### config.mk
export PLATFORM = sky130hd
export DESIGN_NAME = buffer_slot_ownership_pool_flat
export DESIGN_NICKNAME = d
export VERILOG_FILES = /design/src/hw/rtl/bsop_pkg.sv /design/src/hw/rtl/bsop_if.sv /design/src/hw/rtl/buffer_slot_ownership_pool.sv /design/src/hw/rtl/bsop_first_free.sv /design/src/flat_wrapper.sv
export SDC_FILE = /design/constraint.sdc
export NUM_CORES = 1
export LEC_CHECK = 0
export ABC_AREA = 1
export BUFFER_PORTS_ARGS = -buffer_cell sky130_fd_sc_hd__buf_4
export CAP_MARGIN = 25
export CELL_PAD_IN_SITES_DETAIL_PLACEMENT = 0
export CELL_PAD_IN_SITES_GLOBAL_PLACEMENT = 1
export CORE_MARGIN = 2
export CORE_UTILIZATION = 40
export CTS_CLUSTER_SIZE = 8
export DETAILED_ROUTE_END_ITERATION = 12
export PLACE_DENSITY = 0.77
export SLEW_MARGIN = 20
export SYNTH_ARGS = -nofsm -noshare
export SYNTH_HDL_FRONTEND = slang
export SYNTH_SLANG_ARGS = --single-unit
### constraint.sdc
create_clock -name i_clk -period 1.8 [get_ports i_clk]
set_clock_uncertainty 0.05 [all_clocks]
set_input_delay 0.18 -clock i_clk [delete_from_list [all_inputs] [get_ports i_clk]]
set_output_delay 0.18 -clock i_clk [all_outputs]
set_load 0.05 [all_outputs]
### src/hw/rtl/bsop_pkg.sv
// Shared types and constants for the buffer slot ownership pool.
// Depends on nothing; every other file of the block depends on it.
package bsop_pkg;

    // Field widths of the request and response channels.
    localparam int KIND_W       = 3;
    localparam int SLOT_IDX_W   = 6;
    localparam int FRAMES_W     = 8;
    localparam int STATUS_W     = 3;
    localparam int SLOT_STATE_W = 3;

    // Default pool size; the top level may override it (1 to 64).
    localparam int NUM_SLOTS_DEF = 8;

    // Request kinds.
    typedef enum logic [KIND_W-1:0] {
        KIND_RESERVE  = 3'd0,
        KIND_SUBMIT   = 3'd1,
        KIND_COLLECT  = 3'd2,
        KIND_RELEASE  = 3'd3,
        KIND_FAIL     = 3'd4,
        KIND_QUERY    = 3'd5
    } t_kind;

    // Ownership state of one slot.
    typedef enum logic [SLOT_STATE_W-1:0] {
        ST_FREE       = 3'd0,
        ST_RESERVED   = 3'd1,
        ST_SUBMITTED  = 3'd2,
        ST_COMPLETING = 3'd3,
        ST_FAILED     = 3'd4
    } t_slot_state;

    // Response status codes.
    typedef enum logic [STATUS_W-1:0] {
        RC_OK        = 3'd0,
        RC_NO_FREE   = 3'd1,
        RC_RANGE     = 3'd2,
        RC_STATE     = 3'd3,
        RC_EMPTY     = 3'd4,
        RC_NOT_OWNED = 3'd5
    } t_status;

    // One request as held in the input register.
    typedef struct packed {
        logic [KIND_W-1:0]     kind;
        logic [SLOT_IDX_W-1:0] slot_index;
        logic [FRAMES_W-1:0]   batch_frames;
    } t_req;

    // One response as held in the result register.
    typedef struct packed {
        t_status               status;
        logic [SLOT_IDX_W-1:0] granted_slot;
        logic [SLOT_STATE_W-1:0] slot_state;
    } t_rsp;

endpackage

### src/hw/rtl/bsop_if.sv
// Valid/ready channel interfaces for requests and responses of the pool.
// Depends on bsop_pkg for the field widths.
interface bsop_req_if;
    logic                             valid;
    logic                             ready;
    logic [bsop_pkg::KIND_W-1:0]      kind;
    logic [bsop_pkg::SLOT_IDX_W-1:0]  slot_index;
    logic [bsop_pkg::FRAMES_W-1:0]    batch_frames;

    modport source (output valid, output kind, output slot_index, output batch_frames,
                    input ready);
    modport sink   (input valid, input kind, input slot_index, input batch_frames,
                    output ready);
endinterface

interface bsop_rsp_if;
    logic                               valid;
    logic                               ready;
    logic [bsop_pkg::STATUS_W-1:0]      status;
    logic [bsop_pkg::SLOT_IDX_W-1:0]    granted_slot;
    logic [bsop_pkg::SLOT_STATE_W-1:0]  slot_state;

    modport source (output valid, output status, output granted_slot, output slot_state,
                    input ready);
    modport sink   (input valid, input status, input granted_slot, input slot_state,
                    output ready);
endinterface

### src/hw/rtl/buffer_slot_ownership_pool.sv
// Buffer slot ownership pool: top level with request decode, slot state and result register.
// Depends on bsop_pkg, bsop_if.sv and bsop_first_free.
//
// Each request is taken into an input register, decoded against the slot state table and
// answered through a result register, so a new request can be accepted every cycle while
// the output is not stalled; each response is loaded into the result register as its request
// leaves the input register. The decode (a lowest-free-slot search and one table update) is
// combinational. The state table is updated at the same edge that loads the response, so the
// next request always sees the effect of the previous one. A stalled response holds the input
// register, which in turn drops ready. After reset all slots are free; a failed slot stays
// failed for good. Reserve grants the lowest free slot or answers "no free slot".
module buffer_slot_ownership_pool #(
    parameter int NUM_SLOTS = bsop_pkg::NUM_SLOTS_DEF
) (
    input  logic          i_clk,
    input  logic          i_rst_n,
    bsop_req_if.sink      i_req,
    bsop_rsp_if.source    o_rsp
);
    import bsop_pkg::*;

    localparam int IDX_W = (NUM_SLOTS > 1) ? $clog2(NUM_SLOTS) : 1;

    // Input and result registers.
    logic        r_in_valid;
    t_req        r_req;
    logic        r_out_valid;
    t_rsp        r_rsp;
    t_slot_state r_slot_state [NUM_SLOTS];

    logic                  w_adv;
    logic [NUM_SLOTS-1:0]  w_free;
    logic                  w_found;
    logic [IDX_W-1:0]      w_grant;
    logic                  w_in_range;
    logic [IDX_W-1:0]      w_idx;
    t_slot_state           w_cur;
    logic                  w_upd;
    logic [IDX_W-1:0]      w_upd_idx;
    t_slot_state           w_upd_val;
    t_rsp                  w_rsp;

    // The held request moves on when the result register is empty or being drained.
    assign w_adv       = r_in_valid && (!r_out_valid || o_rsp.ready);
    assign i_req.ready = !r_in_valid || w_adv;

    // Free flags feed the lowest-free-slot finder.
    always_comb begin
        for (int i = 0; i < NUM_SLOTS; i++) begin
            w_free[i] = (r_slot_state[i] == ST_FREE);
        end
    end

    bsop_first_free #(
        .NUM_SLOTS (NUM_SLOTS),
        .IDX_W     (IDX_W)
    ) u_first_free (
        .i_free  (w_free),
        .o_found (w_found),
        .o_slot  (w_grant)
    );

    // Range check and read of the named slot.
    assign w_in_range = ({1'b0, r_req.slot_index} < (SLOT_IDX_W+1)'(NUM_SLOTS));
    assign w_idx      = r_req.slot_index[IDX_W-1:0];
    assign w_cur      = w_in_range ? r_slot_state[w_idx] : ST_FREE;

    // Request decode: response fields and the single state update.
    always_comb begin
        w_rsp.status       = RC_OK;
        w_rsp.granted_slot = '0;
        w_rsp.slot_state   = '0;
        w_upd              = 1'b0;
        w_upd_idx          = w_idx;
        w_upd_val          = ST_FREE;
        unique case (r_req.kind)
            KIND_RESERVE: begin
                if (w_found) begin
                    w_rsp.granted_slot = SLOT_IDX_W'(w_grant);
                    w_upd              = 1'b1;
                    w_upd_idx          = w_grant;
                    w_upd_val          = ST_RESERVED;
                end else begin
                    w_rsp.status = RC_NO_FREE;
                end
            end
            KIND_SUBMIT: begin
                if (r_req.batch_frames == '0) begin
                    w_rsp.status = RC_EMPTY;
                end else if (!w_in_range) begin
                    w_rsp.status = RC_RANGE;
                end else if (w_cur != ST_RESERVED) begin
                    w_rsp.status = RC_STATE;
                end else begin
                    w_upd     = 1'b1;
                    w_upd_val = ST_SUBMITTED;
                end
            end
            KIND_COLLECT: begin
                if (!w_in_range) begin
                    w_rsp.status = RC_RANGE;
                end else if (w_cur != ST_SUBMITTED) begin
                    w_rsp.status = RC_STATE;
                end else begin
                    w_upd     = 1'b1;
                    w_upd_val = ST_COMPLETING;
                end
            end
            KIND_RELEASE: begin
                if (!w_in_range) begin
                    w_rsp.status = RC_RANGE;
                end else if (w_cur != ST_COMPLETING) begin
                    w_rsp.status = RC_STATE;
                end else begin
                    w_upd     = 1'b1;
                    w_upd_val = ST_FREE;
                end
            end
            KIND_FAIL: begin
                if (!w_in_range || w_cur == ST_FREE) begin
                    w_rsp.status = RC_NOT_OWNED;
                end else begin
                    w_upd     = 1'b1;
                    w_upd_val = ST_FAILED;
                end
            end
            KIND_QUERY: begin
                if (!w_in_range) begin
                    w_rsp.status = RC_RANGE;
                end else begin
                    w_rsp.slot_state = w_cur;
                end
            end
            default: begin
                // Unused kind codes are answered with OK and change nothing.
            end
        endcase
    end

    // Input register: take a transfer whenever ready is high.
    always_ff @(posedge i_clk) begin
        if (!i_rst_n) begin
            r_in_valid <= 1'b0;
        end else if (i_req.ready) begin
            r_in_valid <= i_req.valid;
        end
        if (i_req.ready) begin
            r_req.kind         <= i_req.kind;
            r_req.slot_index   <= i_req.slot_index;
            r_req.batch_frames <= i_req.batch_frames;
        end
    end

    // Slot state table, written at most once per processed request.
    always_ff @(posedge i_clk) begin
        if (!i_rst_n) begin
            for (int i = 0; i < NUM_SLOTS; i++) begin
                r_slot_state[i] <= ST_FREE;
            end
        end else if (w_adv && w_upd) begin
            r_slot_state[w_upd_idx] <= w_upd_val;
        end
    end

    // Result register.
    always_ff @(posedge i_clk) begin
        if (!i_rst_n) begin
            r_out_valid <= 1'b0;
        end else if (w_adv) begin
            r_out_valid <= 1'b1;
        end else if (o_rsp.ready) begin
            r_out_valid <= 1'b0;
        end
        if (w_adv) begin
            r_rsp <= w_rsp;
        end
    end

    assign o_rsp.valid        = r_out_valid;
    assign o_rsp.status       = r_rsp.status;
    assign o_rsp.granted_slot = r_rsp.granted_slot;
    assign o_rsp.slot_state   = r_rsp.slot_state;

`ifndef NO_ASSERTIONS
    // A failed slot never leaves the failed state.
    for (genvar g = 0; g < NUM_SLOTS; g++) begin : g_fail_sticky
        a_fail_sticky: assert property (@(posedge i_clk) disable iff (!i_rst_n)
            r_slot_state[g] == ST_FAILED |=> r_slot_state[g] == ST_FAILED)
            else $error("failed slot %0d left the failed state", g);
    end

    // A held request is not dropped while the result side stalls.
    a_hold_req: assert property (@(posedge i_clk) disable iff (!i_rst_n)
        r_in_valid && !w_adv |=> r_in_valid && $stable(r_req))
        else $error("pending request lost during output stall");

    // A granted slot is reported only with OK status, and then it is reserved.
    a_grant_ok: assert property (@(posedge i_clk) disable iff (!i_rst_n)
        w_adv && r_req.kind == KIND_RESERVE && w_found
        |=> r_rsp.status == RC_OK && r_slot_state[$past(w_grant)] == ST_RESERVED)
        else $error("reserve grant not reflected in slot state");
`endif

endmodule

### src/hw/rtl/bsop_first_free.sv
// Lowest-set-bit finder over the per-slot free flags.
// Depends on bsop_pkg for the default pool size.
module bsop_first_free #(
    parameter int NUM_SLOTS = bsop_pkg::NUM_SLOTS_DEF,
    parameter int IDX_W     = 3
) (
    input  logic [NUM_SLOTS-1:0] i_free,
    output logic                 o_found,
    output logic [IDX_W-1:0]     o_slot
);

    logic [NUM_SLOTS-1:0] w_lowest;

    // Isolate the lowest free flag; the result is one-hot or zero.
    assign w_lowest = i_free & (~i_free + {{(NUM_SLOTS-1){1'b0}}, 1'b1});
    assign o_found  = |i_free;

    // Encode the one-hot vector: each index ORs in independently.
    always_comb begin
        o_slot = '0;
        for (int i = 0; i < NUM_SLOTS; i++) begin
            if (w_lowest[i]) begin
                o_slot = o_slot | IDX_W'(i);
            end
        end
    end

endmodule
### src/flat_wrapper.sv
// flat-port wrapper written by rule: the top's interface ports become plain ports
module buffer_slot_ownership_pool_flat import bsop_pkg::*;
#(
    parameter int NUM_SLOTS = bsop_pkg::NUM_SLOTS_DEF
)
  (i_clk, i_rst_n, i_req_valid, i_req_kind, i_req_slot_index, i_req_batch_frames, i_req_ready, o_rsp_valid, o_rsp_status, o_rsp_granted_slot, o_rsp_slot_state, o_rsp_ready);
  bsop_req_if i_req_i ();
  bsop_rsp_if o_rsp_i ();
  input  logic i_clk;
  input  logic i_rst_n;
  input wire logic [$bits(i_req_i.valid)-1:0] i_req_valid;
  input wire logic [$bits(i_req_i.kind)-1:0] i_req_kind;
  input wire logic [$bits(i_req_i.slot_index)-1:0] i_req_slot_index;
  input wire logic [$bits(i_req_i.batch_frames)-1:0] i_req_batch_frames;
  output wire logic [$bits(i_req_i.ready)-1:0] i_req_ready;
  output wire logic [$bits(o_rsp_i.valid)-1:0] o_rsp_valid;
  output wire logic [$bits(o_rsp_i.status)-1:0] o_rsp_status;
  output wire logic [$bits(o_rsp_i.granted_slot)-1:0] o_rsp_granted_slot;
  output wire logic [$bits(o_rsp_i.slot_state)-1:0] o_rsp_slot_state;
  input wire logic [$bits(o_rsp_i.ready)-1:0] o_rsp_ready;
  assign i_req_i.valid = i_req_valid;
  assign i_req_i.kind = i_req_kind;
  assign i_req_i.slot_index = i_req_slot_index;
  assign i_req_i.batch_frames = i_req_batch_frames;
  assign i_req_ready = i_req_i.ready;
  assign o_rsp_valid = o_rsp_i.valid;
  assign o_rsp_status = o_rsp_i.status;
  assign o_rsp_granted_slot = o_rsp_i.granted_slot;
  assign o_rsp_slot_state = o_rsp_i.slot_state;
  assign o_rsp_i.ready = o_rsp_ready;
  buffer_slot_ownership_pool #(.NUM_SLOTS(NUM_SLOTS)) u_core (.i_clk(i_clk), .i_rst_n(i_rst_n), .i_req(i_req_i), .o_rsp(o_rsp_i));
endmodule
* Word-level counts from Yosys, hierarchy flattened
Memory sizes are Yosys's and may differ from the RTL's. A register that Yosys moved wholly into a read port is not among the register bits.
Index checks and enable logic that the tools add are counted.
** Storage, ports and cells
- Flip-flop bits (word level) :: 31
- RAM bits :: 24
- Output and inout bits :: 14
- Word-level logic and storage cells :: 95
- Memories kept :: 1
** Cells by class
- $add $sub $neg :: 1
- Order comparisons :: 1
- Equality and inequality tests :: 8
- Multiplexer cells :: 49
- Bitwise logic cells :: 2
- Reductions and logical operators :: 24
** Memory list
- u_core.r_slot_state :: words 8, width 3, read ports 9, clocked after Yosys merged registers in 1, wr ports 8, RTL line buffer_slot_ownership_pool.sv:29 : t_slot_state r_slot_state [NUM_SLOTS];
** Operator list (number)
- two-way mux 3 bit :: 18
- logical NOT 3 bit :: 10
- two-way mux 1 bit :: 19
- two-way mux 2 bit :: 9
- case mux 3 bit (6 select lines) :: 1
- case mux 3 bit (4 select lines) :: 1
- adder 8 x 1 -> 8 bit (second input constant) :: 1
- bitwise AND 8 bit :: 1
- logical NOT 8 bit :: 1
- NOT 8 bit :: 1
- OR reduction 8 bit :: 1
- == test 3 x 2 -> 1 bit (second input constant) :: 2
- == test 3 bit (second input constant) :: 2
- less-than comparator 6 x 4 -> 1 bit (second input constant) :: 1
- != test 3 x 2 -> 1 bit (second input constant) :: 2
- case mux 1 bit (5 select lines) :: 1
- AND reduction 2 bit :: 2
- == test 3 x 1 -> 1 bit (second input constant) :: 1
- logical NOT 1 bit :: 3
- logical OR 1 bit :: 3
- != test 3 x 1 -> 1 bit (second input constant) :: 1
- OR reduction 3 bit :: 1
- logical AND 1 bit :: 2
- nonzero test 2 bit :: 1

* Longest topological paths before layout
An unclocked memory read counts as a cell.
- Depth after elaboration :: 15
- Mapped depth :: 15

* Cells and area by module
Synthesis repeated with hierarchy kept, for this count alone.
** Unflattened totals
- Cell total of the unflattened synthesis :: 301
- Area total of the unflattened synthesis :: 2854.0 um2
** By module, submodules not included
- buffer_slot_ownership_pool :: instances 1, cells an instance 276, area an instance 2745.1 um2, sequential area each 1601.5 um2
- bsop_first_free :: instances 1, cells an instance 25, area an instance 108.9 um2, sequential area each 0.0 um2

* Least setup slack after synthesis
Ideal clock, no wire load.
- Path kind :: reg-to-reg
- Start point :: reg u_core.r_out_valid (netlist: u_core.o_rsp.valid)
- End point :: reg (tool-made name)
- Library setup time :: 125 ps
- Arrival :: 2223 ps
- Path slack :: -598 ps
- Cell stages (with the launch flop) :: 3
- Path buffers :: 0
- Period minus slack after synthesis :: 2398 ps
- Path through :: dfxtp_1 > nand3_1 > mux2_2
** RTL lines
- start: declaration :: RTL line buffer_slot_ownership_pool.sv:27 : logic r_out_valid;
- start signal: assignment :: RTL line buffer_slot_ownership_pool.sv:168 : r_out_valid <= 1'b0;
- start signal: assignment :: RTL line buffer_slot_ownership_pool.sv:170 : r_out_valid <= 1'b1;
- start signal: assignment :: RTL line buffer_slot_ownership_pool.sv:172 : r_out_valid <= 1'b0;

==> qor.yml <==
global_routing:
  grt_pass1_vias: 2313
  number_of_antenna_violations_at_the_first_check_in_global_routing: 0
  grtUsageTotal_pct: 18.7
  grt_remaining_overflow: 0
  global_route_wire_length_before_repair_mm: 11.1
  grt_max_degree: 21
routing:
  routed_wire_length_per_instance_um: 13.3
  via_per_inst: 4.59
  highest_layer: "met4"
  drt_iter0_drc: 139
  drtAntennaViolNets: 0
  routed_wl_mm: 6.81
  drt_pre_antenna_iters: 4
  detail_route.wirelength.met1_mm: 3.08
  number_of_remaining_drc_errors: 0
  met2RoutedLength_mm: 3.36
  met3RoutedLength_um: 249
  vias_after_detailed_routing: 2348
logic_synthesis:
  avgSynthCellArea_um2: 9.57
  synth.top_cells.by_area: "sky130_fd_sc_hd__edfxtp_1 52%, sky130_fd_sc_hd__nand2_1 7.1%, sky130_fd_sc_hd__nor2_1 6.2%"
  synth_top_cell_by_area: "sky130_fd_sc_hd__edfxtp_1"
  netlist_area_um2: 2890
  yosys_warnings: 0
  postSynthCellCount: 302
  synth-seq-cells: 55
  ys_seq_area_share_pct: 55.4
  count_of_flip_flops_with_a_built_in_enable_after_synthesis: 50
  synthDistinctLibCells: 30
  synth_flop_type: "sky130_fd_sc_hd__edfxtp_1"
  netlist.area_leader.share_pct: 52.0
  ys_async_sr_fraction_pct: 0
layout:
  final-seq-area_um2: 1610
  layout-drive-gt1-share_pct: 53.8
  multi_input_area_um2: 1420
  area_delta_synth_final_pct: 52.4
  antenna_cells: 0
  finish.net_count: 436
  commonest_non_fill_non_tap_cells_in_the_layout: "85 x sky130_fd_sc_hd__buf_4, 50 x sky130_fd_sc_hd__edfxtp_1, 32 x sky130_fd_sc_hd__inv_1"
  fill_cells: 575
  layoutNonFillerInstCount: 512
  mostFrequentLayoutCell: "sky130_fd_sc_hd__buf_4"
floorplan:
  num_rows: 30
  floorplan.die_area_um2: 7920
  pin_count: 35
  die_y_um: 89.0
  core_um2: 6910
  start_util_pct: 41.8
  floorplan.die.width_um: 89.0
setup_path:
  worstPathRequired_ns: 1.80
  reg2regPathDepth: 13
  setup.worst_path.end_class: "flop"
  crit_path_start_kind: "flop"
  cp.arrival_ns: 2.01
  path_max_fanout: 8
  timing.setup.critical_path_class: "reg -> reg"
power_and_ir_drop:
  power.leakage_nw: 1.86
  netSwitchingPower_w: 0.000827
  share_comb_of_total_power_pct: 20.1
  power.clock.fraction_pct: 27.4
  internal_power_w: 0.00199
  power-per-cell-area_nw_per_um2: 639
  p_seq_share_pct: 52.5
  power.switching_fraction_pct: 29.4
  vdd_ir_drop_max_mv: 0.452
clocking:
  clk_pin_slew_ns: 0.12
  cts_tree: "yes"
  cts_num_sinks: 55
  cts.path.max_buffers: 2
  worstSkewPairLatency_ns: 0.33
  cts_made_buffers: 5
  ctsRootBufferMaster: "sky130_fd_sc_hd__clkbuf_8"
  cts_max_level: 2
placement:
  cell_count_post_placement: 481
  gp_routability_congestion: 0.793
  pre_cts_slack_ns: -0.290
  dp.final_hpwl_mm: 4.75
  portBuffers: 31
timing:
  fin_hold_ws_ns: 0.0402
  maxSlewViolCount: 0
  setup_total_negative_slack_ns: -7.88
  period_minus_slack_ns: 2.01
  min_period_over_period_pct: 112
  upper_clock_frequency_limit_mhz: 498
  hold_viol_final: 0
  final_critical_path_setup_slack_ns: -0.210
  rsz0062_at_grt: "true"
  setup_viol_count_final: 50
worst_hold_path:
  min_path_type: "in -> reg"
  min_path_cells: 3
flow_run:
  timing.max_cap.violations: 0
run_status:
  failed_checks: "setup timing"
  status: "finished, violations left"
==> metrics by stage <==
stage          utilization, %  total power [W]  cell area, µm²
2_1_floorplan               -          0.00176            2930
3_3_place_gp             53.4          0.00192            3690
3_5_place_dp             53.4          0.00193            3690
4_1_cts                  61.2          0.00277            4230
5_1_grt                  63.7          0.00292            4400
6_report                 63.7          0.00281            4400
==> path summary, 6_finish.rpt <==
path                            slack [ns]                                       to                       startpoint
worst max-delay path                 -0.21  u_core.r_slot_state[6][2]$_SDFFCE_PN0P_                             flop
worst min-delay path                  0.04           u_core.r_in_valid$_SDFFE_PN0N_                      i_req_valid
worst max register to register       -0.21  u_core.r_slot_state[6][2]$_SDFFCE_PN0P_                             flop
worst min register to register        0.48          u_core.o_rsp.valid$_SDFFE_PN0P_  u_core.o_rsp.valid$_SDFFE_PN0P_
==> synth_stat cells, types with 3 or more instances <==
cell type and count:
sky130_fd_sc_hd__nand4_1 3, sky130_fd_sc_hd__nor3_1 4, sky130_fd_sc_hd__inv_1 41, sky130_fd_sc_hd__dfxtp_1 5
sky130_fd_sc_hd__nand2_2 4, sky130_fd_sc_hd__nand3_1 30, sky130_fd_sc_hd__buf_4 4, sky130_fd_sc_hd__o21ai_0 5
sky130_fd_sc_hd__a21oi_1 4, sky130_fd_sc_hd__nand3_4 8, sky130_fd_sc_hd__inv_2 14, sky130_fd_sc_hd__edfxtp_1 50
sky130_fd_sc_hd__nand2_1 55, sky130_fd_sc_hd__nor2_1 48, sky130_fd_sc_hd__nand3_2 7
==> what timing repair did <==
item	4_1_cts	5_1_grt
pin swaps	29	29
gates resized for setup	63	42
hold buffers	17	0
endpoints found under the setup margin	50	51
endpoints found under the hold margin	17	0
setup buffers	4	2
==> critical path, stage by stage, from the launching register on <==
cell and delay [ns]:
sky130_fd_sc_hd__dfxtp_4 0.43, sky130_fd_sc_hd__buf_6 0.14, sky130_fd_sc_hd__nand2_1 0.08, sky130_fd_sc_hd__nand3_1 0.11, sky130_fd_sc_hd__nand3_2 0.11, sky130_fd_sc_hd__nand3_4 0.11, sky130_fd_sc_hd__nand2_2 0.08, sky130_fd_sc_hd__inv_2 0.06
sky130_fd_sc_hd__nand3_2 0.07, sky130_fd_sc_hd__nand2_2 0.07, sky130_fd_sc_hd__inv_2 0.05, sky130_fd_sc_hd__nand2_8 0.14, sky130_fd_sc_hd__nand3_4 0.12, sky130_fd_sc_hd__nand2_4 0.11
==> logic make-up (layout without fill, tap and decap cells) <==
group	count (synthesis)	after routing	share of synthesized area [%]
AND/OR/NAND/NOR	168	168	31.6
buffers and inverters	62	174	8.92
flip-flops	55	55	55.4
AO/OA/AOI/OAI	14	14	3.16
multiplexers	2	2	0.780
other	1	3	0.130
==> cell type report <==
type / instances / area share, %
flip-flops and latches: 55 / 36.6
multi-input cells: 187 / 32.2
repair buffers: 110 / 21.2
inverters: 56 / 5.06
well taps: 96 / 2.73
clock buffers: 5 / 1.56
clock inverters: 3 / 0.710
==> routing by layer <==
metal  GRT usage (%)  vias to the layer above
met2            30.3                       48
met5               0                        -
met3            3.23                        8
met1            25.8                     1088
li1                -                     1204
met4            6.24                        0
==> registers in the layout, indices dropped and copies added, names as in the netlist, named ones only <==
signal	flops
u_core.r_slot_state	24
u_core.o_rsp.status	3
u_core.o_rsp.valid	1
u_core.r_in_valid	1
u_core.r_req	17
u_core.o_rsp.granted_slot	3
u_core.o_rsp.slot_state	3
==> power groups by stage <==
stage | sequential (W) | clock, W | combinational [W]
6_report | 0.00148 | 0.000771 | 0.000567
3_3_place_gp | 0.00150 | 0 | 0.000420
5_1_grt | 0.00148 | 0.000826 | 0.000613
3_5_place_dp | 0.00150 | 0 | 0.000426
4_1_cts | 0.00148 | 0.000781 | 0.000518
2_1_floorplan | 0.00153 | 0 | 0.000223
(Power assumes the default switching activity.)
